--- config.mk ---
export PLATFORM = sky130hd
export DESIGN_NAME = tsc_ram
export DESIGN_NICKNAME = d
export VERILOG_FILES = /design/src/design/tsc_ram.sv
export SDC_FILE = /design/constraint.sdc
export NUM_CORES = 2
export LEC_CHECK = 0
export BUFFER_PORTS_ARGS = -buffer_cell sky130_fd_sc_hd__buf_2
export CAP_MARGIN = 10
export CORE_MARGIN = 3
export CORE_UTILIZATION = 33
export CTS_BUF_LIST = sky130_fd_sc_hd__clkbuf_4
export CTS_CLUSTER_SIZE = 20
export DETAILED_ROUTE_END_ITERATION = 10
export PLACE_DENSITY_LB_ADDON = 0.2
export SLEW_MARGIN = 5
export SYNTH_ARGS = -nofsm -noshare
export SYNTH_HDL_FRONTEND = slang
export SYNTH_SLANG_ARGS = --single-unit
export TNS_END_PERCENT = 1
--- constraint.sdc ---
create_clock -name clk -period 15.15 [get_ports clk]
set_clock_uncertainty 0.15 [all_clocks]
set_input_delay 3.03 -clock clk [delete_from_list [all_inputs] [get_ports clk]]
set_output_delay 3.03 -clock clk [all_outputs]
set_load 0.05 [all_outputs]
--- src/design/tsc_ram.sv ---
`default_nettype none
module tsc_ram #(
  parameter int unsigned WIDTH = 64,
  parameter int unsigned DEPTH = 64
) (
  input  wire                       clk,
  input  wire                       we,
  input  wire [$clog2(DEPTH)-1:0]   waddr,
  input  wire [WIDTH-1:0]           wdata,
  input  wire [$clog2(DEPTH)-1:0]   raddr,
  output logic [WIDTH-1:0]          rdata
);
  logic [WIDTH-1:0] mem [DEPTH];

  always_ff @(posedge clk) begin
    if (we) begin
      mem[waddr] <= wdata;
    end
    rdata <= mem[raddr];
  end
endmodule
`default_nettype wire

* Yosys cells after proc, flatten, opt, wreduce, memory -nomap -nowiden
Memories as Yosys holds them, arrays and structs flattened. A register that Yosys moved wholly into a read port is not among the register bits. Index checks and enable logic that the tools add are counted.
Word-level totals: memory bits (writable) 4096, logic and storage cells 3, flip-flop bits (word level) 0, memories 1, output and inout port bits 64
Operators by class: muxes and demuxes 2
Memories:
- mem | depth 64, bits a word 64, rd ports 1, clocked after memory_dff 1, wr ports 1, RTL line 13 | logic [WIDTH-1:0] mem [DEPTH];
Operators by type and width (count):
- 2-to-1 mux 1 bit | 2

* Longest topological paths before layout
depth in word-level cells 2, gate-level depth with buffers 9, mapped depth without buffers 5

* Least setup slack after synthesis
Ideal clock, no wire load.
path type input to register, start point input port waddr[3], end point memory mem[48][0] (enable), library setup time 0.564 ns, arrival 7.902 ns, setup slack 6.534 ns, stages on the path 4, buffers on the path 1, required time 14.436 ns, path through clkbuf_1 -> nor2b_1 -> nand4b_1 -> nor3_1
RTL lines:
- from (decl) | RTL line 8 | input wire [$clog2(DEPTH)-1:0] waddr,
- to (decl) | RTL line 13
Straight into the memory's write port.

* Worst setup path after layout
start point register rdata[4] (read register of mem), end point output port rdata[4]
RTL lines:
- from (decl) | RTL line 11 | output logic [WIDTH-1:0] rdata
No word-level cell between the ends.

==> flow_metrics.py <==
metrics = {
    "sta": {
        "grt_setup_unrepaired": "no",
        "fmax_mhz": 169,
        "finalHoldViolations": 0,
        "drv_slew": 0,
        "setup_viol": 0,
        "period_needed_ns": 5.91,
        "setup_ws_ns": 9.24,
        "hold_ws_ns": 0.670,
        "tightest_slew_ns": 1.23,
        "tns_ns": 0,
        "period_share_pct": 39.0,
        "max_slew_margin_pct": 18.3,
    },
    "worst_setup_path": {
        "crit_start": "rdata[4]$_DFF_P_",
        "slowest_delay_ns": 0.59,
        "crit_arrival_ns": 2.73,
        "end_kind": "output pin",
        "crit_family": "flip-flops",
        "cp.depth": 1,
        "crit_slowest_cell": "dfxtp_1",
        "startpoint_type": "register",
        "path_max_fanout": 1,
        "worstSetupPathType": "reg2out",
        "regToRegStartpoint": "mem[32][21]$_DFFE_PP_",
        "cp.required_ns": 11.97,
        "crit_chain": "buf_2",
        "ff2ff_setup_slack_ns": 12.76,
        "cp-endpoint": "rdata[4]",
        "rr_worst_depth": 4,
        "r2r-end": "rdata[21]$_DFF_P_",
        "cp.buffers_inverters": 1,
    },
    "clock_tree": {
        "clock_sinks": 4160,
        "root_buffer": "clkbuf_4",
        "htree_levels": 7,
        "hold_buffers": 0,
        "cts_buffer_depth": 5,
        "cts_made_buffers": 1179,
        "cts_tree": "done",
        "clkTransAtPathRegs_ns": 0.06,
        "postCtsSetupRepairBufs": 0,
        "insertion_delay_ns": 1.64,
        "cts_resized": 0,
    },
    "global_route": {
        "grt_max_degree": 107,
        "track_usage_pct": 20.6,
        "overflow": 0,
        "antenna_found_initial": 60,
        "grt_pass1_wl_mm": 682,
        "grt_pass1_vias": 83900,
    },
    "yosys": {
        "synth_nets": 6676,
        "ys_seq_area_share_pct": 79.5,
        "synth_edf_count": 4096,
        "synth_top_cell_by_area": "edfxtp_1",
        "synthCells": 6598,
        "ys_top_cells_by_count": "4096 x edfxtp_1, 1024 x mux4_2, 170 x buf_2",
        "post-synth-top-area-fraction_pct": 78.7,
        "yosysMostFrequentCell": "edfxtp_1",
        "yosysUniqueCellTypes": 33,
        "async_flop_share_pct": 0,
        "ys.flop_type": "edfxtp_1",
        "ys_warn_count": 0,
        "avgSynthCellArea_um2": 23.7,
        "syn_area_mm2": 0.156,
        "ys_seq_elements": 4160,
        "netlist_top_cells_area": "edfxtp_1 79%, mux4_2 15%, mux2i_1 0.86%, dfxtp_1 0.82%, a22oi_1 0.81%",
    },
    "hold_path": {
        "holdCritPathClass": "reg2reg",
    },
    "floorplan": {
        "core_area_mm2": 0.471,
        "start_util_pct": 33.2,
        "die_y_um": 694,
        "pin_count": 142,
        "die_w_um": 694,
        "die_area_mm2": 0.482,
        "num_rows": 252,
    },
    "final_layout": {
        "layout.nets": 7850,
        "final_area_mm2": 0.180,
        "multi_input_area_mm2": 0.0308,
        "syn2layout_area_growth_pct": 15.0,
        "nFillCells": 42900,
        "layout-drive-gt1-share_pct": 38.6,
        "final-instance-count-excl-fill": 14800,
        "postLayoutCoreUtil_pct": 38.1,
        "regArea_mm2": 0.124,
    },
    "route": {
        "num_vias": 80100,
        "drc": 0,
        "first_iter_violations": 8924,
        "drtAntennaViolNets": 0,
        "routed_wl_mm": 496,
        "post_drt_via_cell_ratio": 5.42,
        "detail_route.first_pass.iterations": 5,
        "wl_per_cell_um": 33.5,
    },
    "power": {
        "vdd_ir_drop_max_v": 0.0000582,
        "p_leak_nw": 56.9,
        "power-per-cell-area_mw_per_mm2": 133,
        "p_total_mw": 23.9,
    },
    "placed_design": {
        "placed_area_mm2": 0.166,
        "dpl.hpwl_mm": 257,
        "port_buffers": 141,
        "gp_congestion": 0.754,
        "pre_cts_ws_ns": 7.42,
        "dp_cells": 12800,
    },
    "outcome": {
        "status": "complete, no violations",
    },
    "flow_run": {
        "maxCapViolations": 0,
    },
}
## logic make-up after synthesis
family          Yosys count  share of synthesized area [%]
simple gates            386                           1.24
mux                    1159                           15.6
buf+inv                 389                           1.18
compound gates          504                           2.48
flops                  4160                           79.5
## how the worst min path moves through the flow
stage / from / end / slack (ns) / cells after the start
floorplan: mem[30][61]$_DFFE_PP_ / rdata[61]$_DFF_P_ / 0.64 / 4
global placement: mem[36][46]$_DFFE_PP_ / rdata[46]$_DFF_P_ / 0.67 / 4
detailed placement: mem[38][46]$_DFFE_PP_ / rdata[46]$_DFF_P_ / 0.68 / 4
CTS: mem[47][63]$_DFFE_PP_ / rdata[63]$_DFF_P_ / 0.66 / 4
global route: mem[47][63]$_DFFE_PP_ / rdata[63]$_DFF_P_ / 0.66 / 4
finish: mem[38][48]$_DFFE_PP_ / rdata[48]$_DFF_P_ / 0.67 / 4
## layout make-up
class	instances	area share, %
timing repair buffer	363	1.45
clock inverter	197	0.653
clock buffer	1728	7.21
multi-input combinational	2049	17.1
inverter	19	0.0397
tap	6223	4.33
sequential	4160	69.1
antenna	54	0.0751
## power breakdown
part / switching (mW) / internal [mW] / total (mW) / leakage [nW]
sequential: 0.0612 / 12.7 / 12.8 / 37.4
combinational: 0.785 / 0.391 / 1.18 / 11.0
clock: 4.51 / 5.42 / 9.94 / 8.56
total: 5.36 / 18.6 / 23.9 / 56.9
## sequential cells by signal, summed over array words and instances, names as in the netlist
signal and count:
mem 4096, rdata 64
## per-layer routing
layer,GRT usage [%],wire [um],vias to the layer above
met5,0,43,-
met4,6.88,11500,6
met3,3.85,32700,775
met2,33.8,245000,3469
met1,27.8,207000,44300
li1,-,-,31600
## layout by cell type (no fill, tap or decap), types with 5 or more instances in the layout
master / instances
a211oi_1: 62
a22o_1: 88
a22oi_1: 168
a2bb2oi_1: 19
a31oi_1: 18
a41oi_1: 26
and3_1: 64
buf_12: 17
buf_2: 138
buf_4: 206
bufinv_16: 15
clkbuf_4: 1728
clkinv_1: 138
clkinv_2: 13
clkinv_4: 5
dfxtp_1: 64
diode_2: 54
edfxtp_1: 4096
inv_1: 19
inv_2: 26
mux2i_1: 135
mux4_2: 1024
nand2_1: 54
nand2b_1: 9
nand3_1: 45
nor2_1: 47
nor2_4: 65
nor2b_1: 24
o221ai_1: 38
o22ai_1: 83
or2_2: 28
or3_1: 29
## tightest hold or removal path, cell delays in order, from the launching register on
cell      delay, ns
edfxtp_1       0.31
mux4_2         0.23
a22oi_1        0.06
nand3_1        0.09
and3_1         0.15
No activity file was read; power rests on OpenSTA's default activity.
