--- src/design/tsc_pkg.sv ---
`default_nettype none
package tsc_pkg;

  localparam int unsigned STAMP_W = 64;
  localparam int unsigned CPU_W   = 3;
  localparam int unsigned ROUND_W = 16;
  localparam int unsigned NUM_W   = 81;
  localparam logic [ROUND_W-1:0] ROUND_LIMIT_RESET = 16'd1000;

  localparam logic KIND_SAMPLE = 1'b0;
  localparam logic KIND_QUERY  = 1'b1;

  typedef struct packed {
    logic                 kind;
    logic [CPU_W-1:0]     cpu;
    logic [STAMP_W-1:0]   stamp;
    logic [CPU_W-1:0]     other_cpu;
    logic [STAMP_W-1:0]   other_stamp;
    logic                 round_end;
  } tsc_in_t;

  typedef struct packed {
    logic [STAMP_W-1:0]   difference;
    logic [CPU_W-1:0]     owner_cpu;
    logic                 ignored;
    logic [ROUND_W-1:0]   rounds_done;
  } tsc_out_t;

  typedef enum logic [3:0] {
    ST_IDLE,
    ST_QRD,
    ST_QSUB,
    ST_URD,
    ST_UMUL,
    ST_UNUM,
    ST_UDIV,
    ST_UWR,
    ST_OUT
  } tsc_state_t;

  typedef struct packed {
    logic                start;
    logic [NUM_W-1:0]    numer;
    logic [ROUND_W:0]    denom;
  } tsc_div_req_t;

endpackage
`default_nettype wire

--- src/design/tsc_div.sv ---
`default_nettype none
// Restoring divider of magnitudes, one quotient bit per cycle.
module tsc_div
  import tsc_pkg::*;
(
  input  wire                          clk,
  input  wire                          rst,
  input  tsc_pkg::tsc_div_req_t        req,
  output logic                         busy,
  output logic [tsc_pkg::STAMP_W-1:0]  quot
);
  localparam int unsigned CNT_W = $clog2(NUM_W + 1);

  logic [NUM_W-1:0]   num;
  logic [NUM_W-1:0]   mag;
  logic               neg;
  logic [ROUND_W:0]   den;
  logic [ROUND_W+1:0] rem;
  logic [NUM_W-1:0]   q;
  logic [CNT_W-1:0]   cnt;
  logic [ROUND_W+1:0] trial;
  logic [NUM_W-1:0]   qn;

  assign mag   = req.numer[NUM_W-1] ? (~req.numer + 1'b1) : req.numer;
  assign trial = {rem[ROUND_W:0], num[NUM_W-1]};
  assign qn    = neg ? (~q + 1'b1) : q;
  assign quot  = qn[STAMP_W-1:0];

  always_ff @(posedge clk) begin
    if (rst) begin
      busy <= 1'b0;
      cnt  <= '0;
    end else if (req.start) begin
      busy <= 1'b1;
      cnt  <= CNT_W'(NUM_W);
      num  <= mag;
      neg  <= req.numer[NUM_W-1];
      den  <= req.denom;
      rem  <= '0;
      q    <= '0;
    end else if (busy) begin
      num <= {num[NUM_W-2:0], 1'b0};
      if (trial >= {1'b0, den}) begin
        rem <= trial - {1'b0, den};
        q   <= {q[NUM_W-2:0], 1'b1};
      end else begin
        rem <= trial;
        q   <= {q[NUM_W-2:0], 1'b0};
      end
      cnt <= cnt - 1'b1;
      if (cnt == CNT_W'(1)) begin
        busy <= 1'b0;
      end
    end
  end
endmodule
`default_nettype wire

--- config.mk ---
export PLATFORM = sky130hd
export DESIGN_NAME = tsc_div
export DESIGN_NICKNAME = d
export VERILOG_FILES = /design/src/design/tsc_pkg.sv /design/src/design/tsc_div.sv
export SDC_FILE = /design/constraint.sdc
export NUM_CORES = 1
export LEC_CHECK = 0
export BUFFER_PORTS_ARGS = -buffer_cell sky130_fd_sc_hd__clkbuf_2
export CAP_MARGIN = 40
export CORE_ASPECT_RATIO = 0.75
export CORE_UTILIZATION = 58
export DETAILED_ROUTE_END_ITERATION = 6
export GPL_ROUTABILITY_DRIVEN = 1
export PLACE_DENSITY = 0.86
export SETUP_SLACK_MARGIN = 0.05
export SLEW_MARGIN = 15
export SYNTH_ARGS = -nofsm -noshare
export SYNTH_HDL_FRONTEND = slang
export SYNTH_SLANG_ARGS = --single-unit
--- constraint.sdc ---
create_clock -name clk -period 11.4 [get_ports clk]
set_clock_uncertainty 0.05 [all_clocks]
set_input_delay 1.14 -clock clk [delete_from_list [all_inputs] [get_ports clk]]
set_output_delay 1.14 -clock clk [all_outputs]
set_load 0.01 [all_outputs]
# Word level (Yosys, flattened, before mapping)
# Index checks and enable logic that the tools add are counted.
dict set report word_totals {
  inputBits 101
  register_bits 188
  wordCells 34
  out_inout_bits 65
}
dict set report classes {
  n_reduce_logical 4
  n_eq_ne 1
  bitwise_logic 3
  muxes 13
  order_cmp 1
  n_addsub 4
}
# operator count
set op_table {}
lappend op_table {{81-bit 2-to-1 mux} 3}
lappend op_table {{64-bit 2-to-1 mux} 2}
lappend op_table {{81-bit by 1-bit adder with 81-bit output (second input constant)} 1}
lappend op_table {{81-bit NOT} 1}
lappend op_table {{64-bit by 1-bit adder with 64-bit output (second input constant)} 1}
lappend op_table {{64-bit NOT} 1}
lappend op_table {{17-bit 2-to-1 mux} 2}
lappend op_table {{18-bit by 17-bit >= comparator with 1-bit output} 1}
lappend op_table {{17-bit subtractor} 1}
lappend op_table {{7-bit 2-to-1 mux} 2}
lappend op_table {{7-bit by 1-bit equality test with 1-bit output (second input constant)} 1}
lappend op_table {{7-bit by 1-bit subtractor with 7-bit output (second input constant)} 1}
lappend op_table {{1-bit 2-to-1 mux} 4}
lappend op_table {{2-bit AND reduction} 2}
lappend op_table {{2-bit nonzero test} 1}
lappend op_table {{2-bit OR reduction} 1}
lappend op_table {{1-bit NOT} 1}

# Logic depth before layout (Yosys ltp)
# Gate-level depths: netlist of run 1.
dict set report depth {
  ltp_word 4
  depth_mapped 11
  ltp_nobuf 10
}

# Worst setup path after synthesis of run 1
# No wires, ideal clock.
dict set report synth_timing {
  path_type {input port to flip-flop}
  startpoint {input port req[98] in the netlist's numbering}
  endpoint {register num[0] (enable)}
  t_required_ps 10664
  setup_time_ps 686
  stages 4
  t_arrival_ps 8526
  path_buffers 2
  setup_slack_ps 2138
  cell_sequence {clkbuf_1 clkbuf_1 nor2_1 nor2_1}
}
dict set report synth_between {
  elab_chain_len 2
}
# element line
set synth_rtl {}
lappend synth_rtl {{from (decl)} tsc_div.sv:8} ;# input tsc_pkg::tsc_div_req_t req,
lappend synth_rtl {{2-bit nonzero test (no line)} --}
lappend synth_rtl {{2-bit AND reduction (no line)} --}
lappend synth_rtl {{to (signal assigned)} tsc_div.sv:36} ;# num <= mag;
lappend synth_rtl {{to (signal assigned)} tsc_div.sv:42} ;# num <= {num[NUM_W-2:0], 1'b0};
lappend synth_rtl {{to (decl)} tsc_div.sv:14} ;# logic [NUM_W-1:0] num;
# No other way between the ends.
# A chain may end at the register's enable or synchronous reset.

# Worst setup path after layout of run 1
dict set report layout_timing {
  startpoint {register q[14]}
  endpoint {output port quot[56] in the netlist's numbering}
}
dict set report layout_between {
  elab_chain_len 3
}
# element line
set layout_rtl {}
lappend layout_rtl {{from (decl)} tsc_div.sv:19} ;# logic [NUM_W-1:0] q;
lappend layout_rtl {{from (signal assigned)} tsc_div.sv:45} ;# q <= {q[NUM_W-2:0], 1'b1};
lappend layout_rtl {{from (signal assigned)} tsc_div.sv:48} ;# q <= {q[NUM_W-2:0], 1'b0};
lappend layout_rtl {{64-bit NOT} tsc_div.sv:26} ;# assign qn = neg ? (~q + 1'b1) : q;
lappend layout_rtl {{64-bit by 1-bit adder with 64-bit output} tsc_div.sv:26}
lappend layout_rtl {{64-bit 2-to-1 mux} tsc_div.sv:26}
lappend layout_rtl {{to (decl)} tsc_div.sv:10} ;# output logic [tsc_pkg::STAMP_W-1:0] quot
# No other way between the ends.

==> results of run 1 <==
## power by group through the flow
stage / logic (mW) / clock network, mW / registers (mW)
after floorplan: 0.242 / 0 / 0.866
after global placement: 0.340 / 0 / 0.864
after detailed placement: 0.351 / 0 / 0.868
after CTS: 0.356 / 0.563 / 0.853
after global routing: 0.396 / 0.590 / 0.859
final: 0.361 / 0.560 / 0.854
## cells in the final DEF, fill, tap and decap left out, types with 3 or more instances in the layout
cell | synthesis | routed
xnor2_1 | 74 | 74
nor4_2 | 3 | 3
nor2b_1 | 67 | 67
nand4b_1 | 5 | 5
nor4_1 | 16 | 16
or4_4 | 4 | 4
mux2i_1 | 11 | 11
nand2b_1 | 16 | 16
or3_1 | 25 | 25
o41ai_1 | 28 | 28
clkbuf_2 | 0 | 165
nand3_1 | 23 | 23
a21oi_1 | 82 | 82
nor2_1 | 117 | 116
clkinv_2 | 0 | 3
or4_1 | 23 | 23
inv_1 | 29 | 29
o31ai_1 | 49 | 49
edfxtp_1 | 180 | 180
a21o_1 | 6 | 6
buf_4 | 1 | 9
dfxtp_1 | 8 | 8
a211oi_1 | 5 | 5
nor3_1 | 24 | 24
ha_1 | 21 | 21
clkinvlp_4 | 0 | 3
clkbuf_16 | 0 | 17
nand2_1 | 51 | 51
mux2_2 | 15 | 15
o21ai_0 | 46 | 46
nand3b_1 | 3 | 3
nand4_1 | 20 | 20
xor2_1 | 80 | 80
or2_2 | 11 | 11
or3b_2 | 3 | 3
## critical path, delay by kind of cell, from the launching register on
kind	cells	cell delay, ns
and+or+nand+nor	4	1.93
DFF	1	0.46
AOI/OAI and AO/OA	1	0.25
xor gates and xnor gates	1	0.17
buffers and inverters	1	0.16
## flip-flops by register name, summed over array words and instances, names as in the netlist
name and count:
rem 17, q 64, cnt 7, neg 1, num 81, busy 1
den 17
## per-layer routing
layer	global-route usage (%)	vias up	wire length [um]	part of all wire, %
li1	-	4509	-	-
met1	39.6	4582	12400	43
met2	41.1	581	12500	44
met3	6.07	64	2850	10
met4	10.9	0	711	2.5
met5	0	-	0	0
## cell families (layout without fill, tap and decap cells)
logic type | count (synthesis) | after routing
buffers and inverters | 85 | 236
adders and majority gates | 22 | 22
other | 0 | 2
and+or+nand+nor | 423 | 423
xor gates and xnor gates | 154 | 154
AOI/OAI and AO/OA | 240 | 240
muxes | 26 | 26
DFF | 188 | 188
## worst paths after layout
check	slack [ns]	startpoint	cells past startpoint	end
hold reg to reg	0.45	cnt[1]$_SDFFE_PP0P_	2	cnt[1]$_SDFFE_PP0P_
setup / recovery	6.81	q[14]$_SDFFCE_PP0P_	7	quot[56]
hold / removal	0.45	cnt[1]$_SDFFE_PP0P_	2	cnt[1]$_SDFFE_PP0P_
setup reg to reg	7.90	num[80]$_DFFE_PP_	11	rem[13]$_SDFFCE_PP0P_
## final cells by class
cell class	count	area, um2	area share [%]
Multi-Input combinational cell	865	5760	43.5
Sequential cell	188	5570	42.0
Timing Repair Buffer	177	947	7.16
Clock buffer	18	429	3.24
Tap cell	253	317	2.39
Inverter	29	109	0.822
Clock inverter	12	101	0.766
Antenna cell	2	5.00	0.0378
## metrics by stage
step	setup WS (ns)	power, mW	area (um2)	cells
floorplan	2.14	1.11	11600	1138
global placement	7.05	1.20	12700	1509
detailed placement	6.89	1.22	12700	1510
CTS	6.82	1.77	13200	1540
global route	6.61	1.84	13200	1544
finish	6.81	1.77	13200	1544
==> results.json, run 1 <==
{
  "grt_pass1_wl_um": 46000,
  "min_period_over_period_pct": 40.3,
  "fillers": 1489,
  "grt_usage_pct": 27.7,
  "synth_cells": 1138,
  "avgViaCountPerCell": 6.31,
  "ys_seq_area_share_pct": 47.8,
  "grt_pass1_vias": 8933,
  "postCtsSetupRepairBufs": 0,
  "p_int_mw": 1.27,
  "report.final.slew_viol_count": 0,
  "switchingPower_mw": 0.506,
  "post-synth-top-area-fraction_pct": 46.4,
  "outcome": "finished with violations",
  "drc": 24,
  "gp_congestion": 0.919,
  "dp_hpwl_um": 19500,
  "final_hold_viol_count": 0,
  "p_comb_share_pct": 20.3,
  "worst_setup_path_end_kind": "primary output",
  "io_pins": 166,
  "synthSimpleGateAreaFrac_pct": 19.6,
  "slew_headroom_pct": 44.6,
  "dr.first_iter.drc_count": 1216,
  "worst_slew_pin_slew_ns": 0.831,
  "final_util_pct": 67.9,
  "yosysTopAreaCell": "edfxtp_1",
  "rsz0062_at_grt": "false",
  "antenna_found_initial": 2,
  "ys_ff_latch": 188,
  "p_leak_nw": 4.79,
  "syn-cell-area_mm2": 0.0116,
  "seqPwrFrac_pct": 48.1,
  "synth_warnings": 0,
  "holdWs_ns": 0.455,
  "ys_top_cells_by_count": "edfxtp_1 (180), nor2_1 (117), a21oi_1 (82)",
  "die_y_um": 125,
  "vias": 9736,
  "worstHoldPathType": "reg2reg",
  "cts_tree": "done",
  "synth.area.top_cells": "edfxtp_1 (46%), xor2_1 (6.0%), xnor2_1 (5.6%)",
  "drt-wirelength-per-cell_um": 18.4,
  "max_freq_mhz": 218,
  "synth_edf_count": 180,
  "synth_top_family_by_area": "simple AND/OR/NAND/NOR gates",
  "synth_compound_area_share_pct": 13.4,
  "failed_checks": "DRC",
  "grt_start_max_net_pins": 92,
  "core_mm2": 0.0195,
  "async_flop_share_pct": 0,
  "initial_core_util_pct": 59.8,
  "drive_gt1_share_pct": 19.3,
  "power_density_mw_per_mm2": 134,
  "crit_chain": "or4_4, or4_4, nor4b_1, nand3_1, o21ai_0, xnor2_1, clkbuf_2",
  "cap_violations": 0,
  "cts_resized": 0,
  "clock_sinks": 188,
  "detail-route-antenna-nets": 0,
  "synthAdderAreaFrac_pct": 2.43,
  "slowest_delay_ns": 0.66,
  "arrival_ns": 3.40,
  "firstDrtPassIters": 7,
  "setup_viol": 0,
  "cpMostUsedCell": "or4_4",
  "clk_latency_ns": 0.43,
  "yosys-mux-area-fraction_pct": 2.40,
  "syn_avg_cell_area_um2": 10.2,
  "cts_buffers": 17,
  "critPathMaxFanout": 6,
  "critPathLaunchType": "flip-flop",
  "ir_worst_vdd_mv": 0.121,
  "rows": 44,
  "clkPwrFrac_pct": 31.5,
  "tns_ns": 0,
  "fin_crit_ns": 4.59,
  "switching_share_pct": 28.5,
  "clkTransAtPathRegs_ns": 0.07,
  "crit_type": "reg2out",
  "layout.nets": 1401,
  "ys_types": 61,
  "holdBufCountCts": 0,
  "area_growth_pct": 13.7,
  "worst_path_max_delay_cell": "nor4b_1",
  "wl_um": 28400,
  "cts-root-buf": "clkbuf_16",
  "worstPathRequired_ns": 10.21,
  "synth-main-ff-cell": "edfxtp_1",
  "die_w_um": 166,
  "synth_most_common_cell": "edfxtp_1",
  "synth_fp_nets": 1261,
  "synth_xor_xnor_area_share_pct": 11.6,
  "cts_htree_levels": 4,
  "io_buffers": 165,
  "die_area_mm2": 0.0207,
  "clock_path_buffers": 2,
  "gr-total-overflow": 0
}
No activity file was read; power rests on OpenSTA's default activity.
==> run 2: changes to the inputs <==
--- a/config.mk
+++ b/config.mk
@@ -5,13 +5,14 @@
 export SDC_FILE = /design/constraint.sdc
 export NUM_CORES = 1
 export LEC_CHECK = 0
+export ABC_AREA = 1
 export BUFFER_PORTS_ARGS = -buffer_cell sky130_fd_sc_hd__clkbuf_2
 export CAP_MARGIN = 40
 export CORE_ASPECT_RATIO = 0.75
-export CORE_UTILIZATION = 58
+export CORE_UTILIZATION = 60
 export DETAILED_ROUTE_END_ITERATION = 6
 export GPL_ROUTABILITY_DRIVEN = 1
-export PLACE_DENSITY = 0.86
+export PLACE_DENSITY = 0.87
 export SETUP_SLACK_MARGIN = 0.05
 export SLEW_MARGIN = 15
 export SYNTH_ARGS = -nofsm -noshare
==> constraint.sdc (replaced) <==
create_clock -name clk -period 4.59 [get_ports clk]
set_clock_uncertainty 0.05 [all_clocks]
set_input_delay 0.459 -clock clk [delete_from_list [all_inputs] [get_ports clk]]
set_output_delay 0.459 -clock clk [all_outputs]
set_load 0.01 [all_outputs]
==> run 2 against run 1 <==
Compared with the run above:
- the flow now finishes without violations
- synthesized cell count is 67% higher
- setup slack worse by 5.6 ns
- sequential power is 150% higher
- non-clock buffer count is 3 lower
- utilization is 0.86 points higher
- cell area is 15% higher
- count of clock-buffer cells in the layout is 1 lower
- register-to-register slack worse by 6.1 ns
- synthesized area is 16% higher
- hold slack worse by 0.33 ns
- wire length is 48% higher
- final cell count is 52% higher
- largest power group unchanged
==> results.json, run 2 <==
{
  "post-synth-top-area-fraction_pct": 40.0,
  "grt_pass1_vias": 12100,
  "final_common_cell": "nand2_1",
  "ys_top_cells_by_count": "nand2_1 (578), nor2_1 (381), inv_1 (183)",
  "synth_xor_xnor_area_share_pct": 5.63,
  "synth.area.top_cells": "edfxtp_1 (40%), nand2_1 (16%), nor2_1 (11%)",
  "min_period_over_period_pct": 74.4,
  "synth_most_common_cell": "nand2_1",
  "critPathLaunchType": "flip-flop",
  "cts_resized": 0,
  "synth-main-ff-cell": "edfxtp_1",
  "avgViaCountPerCell": 5.75,
  "whs_endpoint": "den[13]$_DFFE_PP_",
  "drt-wirelength-per-cell_um": 17.9,
  "num_antenna_cells": 0,
  "syn-cell-area_mm2": 0.0135,
  "p_leak_nw": 6.70,
  "arrival_ns": 2.91,
  "final_util_pct": 68.8,
  "rsz0062_at_grt": "false",
  "min_from": "req[13]",
  "ir_worst_vdd_mv": 0.278,
  "cts_tree": "done",
  "clkPwrFrac_pct": 33.1,
  "synthAdderAreaFrac_pct": 2.09,
  "ys_seq_area_share_pct": 41.1,
  "power_mw": 4.67,
  "worstPathRequired_ns": 4.08,
  "slew_headroom_pct": 37.9,
  "synth_warnings": 0,
  "drive_gt1_share_pct": 13.7,
  "worst_slew_pin_slew_ns": 0.932,
  "clk_latency_ns": 0.45,
  "final_hold_viol_count": 0,
  "crit_type": "reg2out",
  "ys_ff_latch": 188,
  "synth_edf_count": 180,
  "reg2reg_slack_ns": 1.77,
  "startpoint": "q[28]$_SDFFCE_PP0P_",
  "initial_core_util_pct": 61.2,
  "r2r-start": "rem[12]$_SDFFCE_PP0P_",
  "switching_share_pct": 33.4,
  "max_freq_mhz": 293,
  "hold_path_depth": 1,
  "detail-route-antenna-nets": 0,
  "fillers": 1918,
  "seqPwrFrac_pct": 45.0,
  "report.final.slew_viol_count": 0,
  "drc": 0,
  "holdBufCountCts": 0,
  "syn_avg_cell_area_um2": 7.14,
  "final_cells": 2347,
  "synthSimpleGateAreaFrac_pct": 38.4,
  "tns_ns": 0,
  "antenna_found_initial": 0,
  "setup_viol": 0,
  "firstDrtPassIters": 7,
  "timing.rr.end": "q[0]$_SDFFCE_PP0P_",
  "worstHoldPathType": "in2reg",
  "critPathMaxFanout": 4,
  "synth_cells": 1895,
  "outcome": "completed",
  "gr-total-overflow": 0,
  "top_register": "num",
  "grt_start_max_net_pins": 105,
  "die_area_mm2": 0.0232,
  "grt_pass1_wl_um": 64800,
  "cap_violations": 0,
  "rows": 47,
  "layout.nets": 2163,
  "crit_chain": "nor2_1, nand3_1, nor2_1, nand2_1, nor2_1, nand3_1, nand2_1, nand2_1, o21ai_0, clkbuf_2",
  "area_growth_pct": 12.4,
  "core_mm2": 0.0221,
  "grt_usage_pct": 36.4,
  "vias": 13500,
  "postCtsSetupRepairBufs": 0,
  "io_pins": 166,
  "cts-root-buf": "clkbuf_16",
  "dr.first_iter.drc_count": 1748,
  "p_comb_share_pct": 21.8,
  "worst_path_max_delay_cell": "edfxtp_1",
  "slowest_delay_ns": 0.54,
  "clkTransAtPathRegs_ns": 0.08,
  "synth_compound_area_share_pct": 5.76,
  "cts_htree_levels": 4,
  "dp_hpwl_um": 32400,
  "place_inst": 2315,
  "io_buffers": 165,
  "cts_buffers": 17,
  "reg_top3": "num x81, q x64",
  "yosysTopAreaCell": "edfxtp_1",
  "synth_top_family_by_area": "simple AND/OR/NAND/NOR gates",
  "clock_sinks": 188,
  "worst_setup_path_end_kind": "primary output",
  "ys_types": 46,
  "async_flop_share_pct": 0,
  "die_y_um": 132,
  "ff2ff_path_depth": 7,
  "clock_path_buffers": 2,
  "switchingPower_mw": 1.56,
  "wl_um": 42000,
  "final_cell_mix": "nand2_1 (578), nor2_1 (379), inv_1 (183), edfxtp_1 (180), clkbuf_2 (164)",
  "gp_congestion": 1.04,
  "yosys-mux-area-fraction_pct": 0,
  "fin_crit_ns": 3.41,
  "synth_fp_nets": 2018,
  "p_int_mw": 3.11,
  "power_density_mw_per_mm2": 307,
  "die_w_um": 175,
  "largest_register_ffs": 81
}
run 2: kinds of logic (layout without fill, tap and decap cells):
family	count (synthesis)	after routing
flops	188	188
fa+ha+maj	22	22
simple gates	1223	1223
buf+inv	238	396
compound gates	137	137
xor+xnor	87	87
run 2: worst max path at each step:
stage                                end  slack [ns]  cells after the start
detailed placement     num[79]$_DFFE_PP_        1.85                      8
global placement       num[55]$_DFFE_PP_        1.88                      8
global route                    quot[62]        1.16                     10
finish                          quot[62]        1.18                     10
CTS                             quot[62]        1.35                     10
floorplan           num[0]$_SDFFCE_PN0P_        0.92                      3
run 2: cell type report:
type | instances | area (um2) | share of cell area (%)
inverters | 190 | 714 | 4.70
multi-input cells | 1469 | 7030 | 46.2
clock buffers | 17 | 425 | 2.80
well taps | 294 | 368 | 2.42
clock inverters | 15 | 186 | 1.23
repair buffers | 174 | 916 | 6.02
flip-flops and latches | 188 | 5570 | 36.6
run 2: power by group through the flow:
stage          combinational [mW]  sequential [mW]  clock (mW)
2_1_floorplan               0.682             2.12           0
3_3_place_gp                0.971             2.14           0
3_5_place_dp                0.992             2.14           0
4_1_cts                      1.00             2.10        1.55
5_1_grt                      1.13             2.12        1.61
6_report                     1.02             2.11        1.55
run 2: worst max-delay path, delay by kind of cell, from the launching register on:
| kind | cells | cell delay [ns] |
|---|---|---|
| buffers and inverters | 1 | 0.19 |
| AND/OR/NAND/NOR | 8 | 1.55 |
| flip-flops | 1 | 0.54 |
| AO/OA/AOI/OAI | 1 | 0.15 |
run 2: per-stage QoR:
| step | area (um2) | setup slack (ns) | hold WS (ns) |
|---|---|---|---|
| 6_report | 15200 | 1.18 | 0.126 |
| 5_1_grt | 15200 | 1.16 | 0.113 |
| 2_1_floorplan | 13500 | 0.919 | 0.406 |
| 4_1_cts | 15200 | 1.35 | 0.121 |
| 3_3_place_gp | 14600 | 1.88 | 0.420 |
| 3_5_place_dp | 14600 | 1.85 | 0.440 |
run 2: metal layers:
metal / track usage [%] / vias up / part of all wire, %
met1: 54.3 / 6128 / 44
li1: - / 6416 / -
met5: 0 / - / 0
met2: 49.7 / 866 / 40
met3: 13.2 / 76 / 15
met4: 9.03 / 0 / 2.0
==> run 3: changes to the inputs <==
--- a/config.mk
+++ b/config.mk
@@ -9,10 +9,10 @@
 export BUFFER_PORTS_ARGS = -buffer_cell sky130_fd_sc_hd__clkbuf_2
 export CAP_MARGIN = 40
 export CORE_ASPECT_RATIO = 0.75
-export CORE_UTILIZATION = 60
+export CORE_UTILIZATION = 54
 export DETAILED_ROUTE_END_ITERATION = 6
 export GPL_ROUTABILITY_DRIVEN = 1
-export PLACE_DENSITY = 0.87
+export PLACE_DENSITY = 0.83
 export SETUP_SLACK_MARGIN = 0.05
 export SLEW_MARGIN = 15
 export SYNTH_ARGS = -nofsm -noshare
==> constraint.sdc (replaced) <==
create_clock -name clk -period 2.8 [get_ports clk]
set_clock_uncertainty 0.05 [all_clocks]
set_input_delay 0.28 -clock clk [delete_from_list [all_inputs] [get_ports clk]]
set_output_delay 0.28 -clock clk [all_outputs]
set_load 0.01 [all_outputs]
==> run 3 against run 2 <==
Compared with the run above:
- critical endpoint unchanged
- largest cell class unchanged
- via count is 0.21% higher
- cell area is 4.4% higher
- count of clock-buffer cells in the layout stayed put
- critical path type unchanged
- combinational power is 73% higher
- critical path depth stayed put
- register-to-register slack worse by 1.3 ns
- wire length is 0.89% lower
- clock power is 70% higher
- first-iteration DRC count is 14% lower
- sequential share of layout area is 1.5 points lower
- final cell count is 3.7% higher
- sequential power is 63% higher
==> results.json, run 3 (synthesis gave the netlist of run 2 again) <==
{
  "max_freq_mhz": 374,
  "io_buffers": 165,
  "drive_gt1_share_pct": 16.9,
  "setup_viol": 0,
  "layout_setup_ws_ns": 0.126,
  "rows": 49,
  "worst_setup_path_end_kind": "primary output",
  "worstPathRequired_ns": 2.47,
  "dp_hpwl_um": 31700,
  "detail-route-antenna-nets": 0,
  "outcome": "completed",
  "clk_latency_ns": 0.46,
  "cap_violations": 0,
  "min_period_over_period_pct": 95.5,
  "ff2ff_path_depth": 14,
  "dr.first_iter.drc_count": 1512,
  "reg_top3": "num x81, q x64",
  "final_util_pct": 65.4,
  "clkTransAtPathRegs_ns": 0.08,
  "gp_congestion": 1.04,
  "layout.nets": 2213,
  "wl_um": 41600,
  "largest_register_ffs": 81,
  "die_area_mm2": 0.0257,
  "core_mm2": 0.0243,
  "top_register": "num",
  "area_growth_pct": 17.3,
  "reg2reg_slack_ns": 0.49,
  "report.final.slew_viol_count": 0,
  "ir_worst_vdd_mv": 0.492,
  "slew_headroom_pct": 58.7,
  "critPathMaxFanout": 3,
  "final_common_cell": "nand2_1",
  "clock_sinks": 188,
  "crit_end": "quot[62]",
  "worstHoldPathType": "in2reg",
  "worst_slew_pin_slew_ns": 0.619,
  "grt_start_max_net_pins": 113,
  "startpoint": "q[25]$_SDFFCE_PP0P_",
  "initial_core_util_pct": 55.7,
  "final_cell_mix": "nand2_1 (575), nor2_1 (358), edfxtp_1 (180), inv_1 (172), clkbuf_2 (161)",
  "num_antenna_cells": 0,
  "grt_usage_pct": 32.3,
  "grt_pass1_wl_um": 63800,
  "post-place-ws_ns": 0.432,
  "avgViaCountPerCell": 5.55,
  "p_leak_nw": 6.96,
  "rsz0062_at_grt": "true",
  "die_y_um": 139,
  "die_w_um": 185,
  "crit_type": "reg2out",
  "fin_crit_ns": 2.67,
  "firstDrtPassIters": 6,
  "io_pins": 166,
  "r2r-start": "num[80]$_DFFE_PP_",
  "drc": 0,
  "power_density_mw_per_mm2": 493,
  "cts-root-buf": "clkbuf_16",
  "vias": 13500,
  "cts_buffers": 17,
  "critPathLaunchType": "flip-flop",
  "drt-wirelength-per-cell_um": 17.1,
  "clock_path_buffers": 2,
  "final_hold_viol_count": 0,
  "timing.rr.end": "rem[16]$_SDFFCE_PP0P_",
  "antenna_found_initial": 0,
  "gr-total-overflow": 0,
  "cts_htree_levels": 4,
  "grt_pass1_vias": 12100,
  "cts_tree": "done",
  "arrival_ns": 2.34
}
-- run 3: cell count changes in the layout (fill, tap and decap cells not counted), sizes merged --
cell         before  now
dlygate4sd3       0   17
clkbuf          181  178
clkinv            8    5
buf              10   46
inv             197  200
-- run 3: critical path, cell delays in order, from the launching register on --
cell	delay [ns]
edfxtp_1	0.43
inv_1	0.13
nand4_1	0.27
nor2_2	0.26
nand2_1	0.08
nor2_1	0.19
nand3_1	0.10
nand2_1	0.09
nand2_1	0.05
o21ai_0	0.11
clkbuf_2	0.17
-- run 3: metrics by stage --
stage	total power [mW]	instance area [um2]	hold slack [ns]	setup TNS (ns)	std cells
2_1_floorplan	4.60	13600	0.299	-84.12	1895
3_3_place_gp	5.12	14800	0.410	0	2363
3_5_place_dp	5.16	14800	0.409	0	2363
4_1_cts	7.79	15600	0.0357	0	2412
5_1_grt	8.17	15900	0.0421	0	2434
6_report	7.83	15900	0.0509	0	2434
-- run 3: how the worst min path moves through the flow --
stage | end | startpoint | slack (ns) | cells after the start
after detailed placement | den[10]$_DFFE_PP_ | req[10] | 0.41 | 1
after global routing | cnt[0]$_SDFFE_PP0N_ | rst | 0.04 | 2
after floorplan | cnt[0]$_SDFFE_PP0N_ | rst | 0.30 | 1
after CTS | cnt[4]$_SDFFE_PP0N_ | rst | 0.04 | 2
final | cnt[4]$_SDFFE_PP0N_ | rst | 0.05 | 2
after global placement | den[8]$_DFFE_PP_ | req[8] | 0.41 | 1
-- run 3: what timing repair did --
item / in CTS / in global routing
hold buffers: 17 / 0
gates cloned: 0 / 0
pin swaps: 0 / 16
endpoints found under the hold margin: 17 / 0
resized for setup: 3 / 49
endpoints found under the setup margin: 3 / 38
buffers inserted: 0 / 22
-- run 3: power by group --
group	switching [mW]	leakage, nW	internal [mW]
Combinational	1.15	4.85	0.604
Sequential	0.103	1.81	3.33
Clock	1.38	0.305	1.25
Total	2.64	6.96	5.19
-- run 3: cell type report --
type                    count  area [um2]
inverters                 190         714
multi-input cells        1469        7170
flip-flops and latches    188        5570
clock buffers              17         425
well taps                 331         414
clock inverters            15         200
fillers                  2146        8400
repair buffers            224        1380
-- run 3: metal layers --
layer  wire (um)  global-route usage [%]
met1       18600                    48.9
met2       17200                    45.6
met3        5130                    8.77
met4         669                    7.22
met5           0                       0
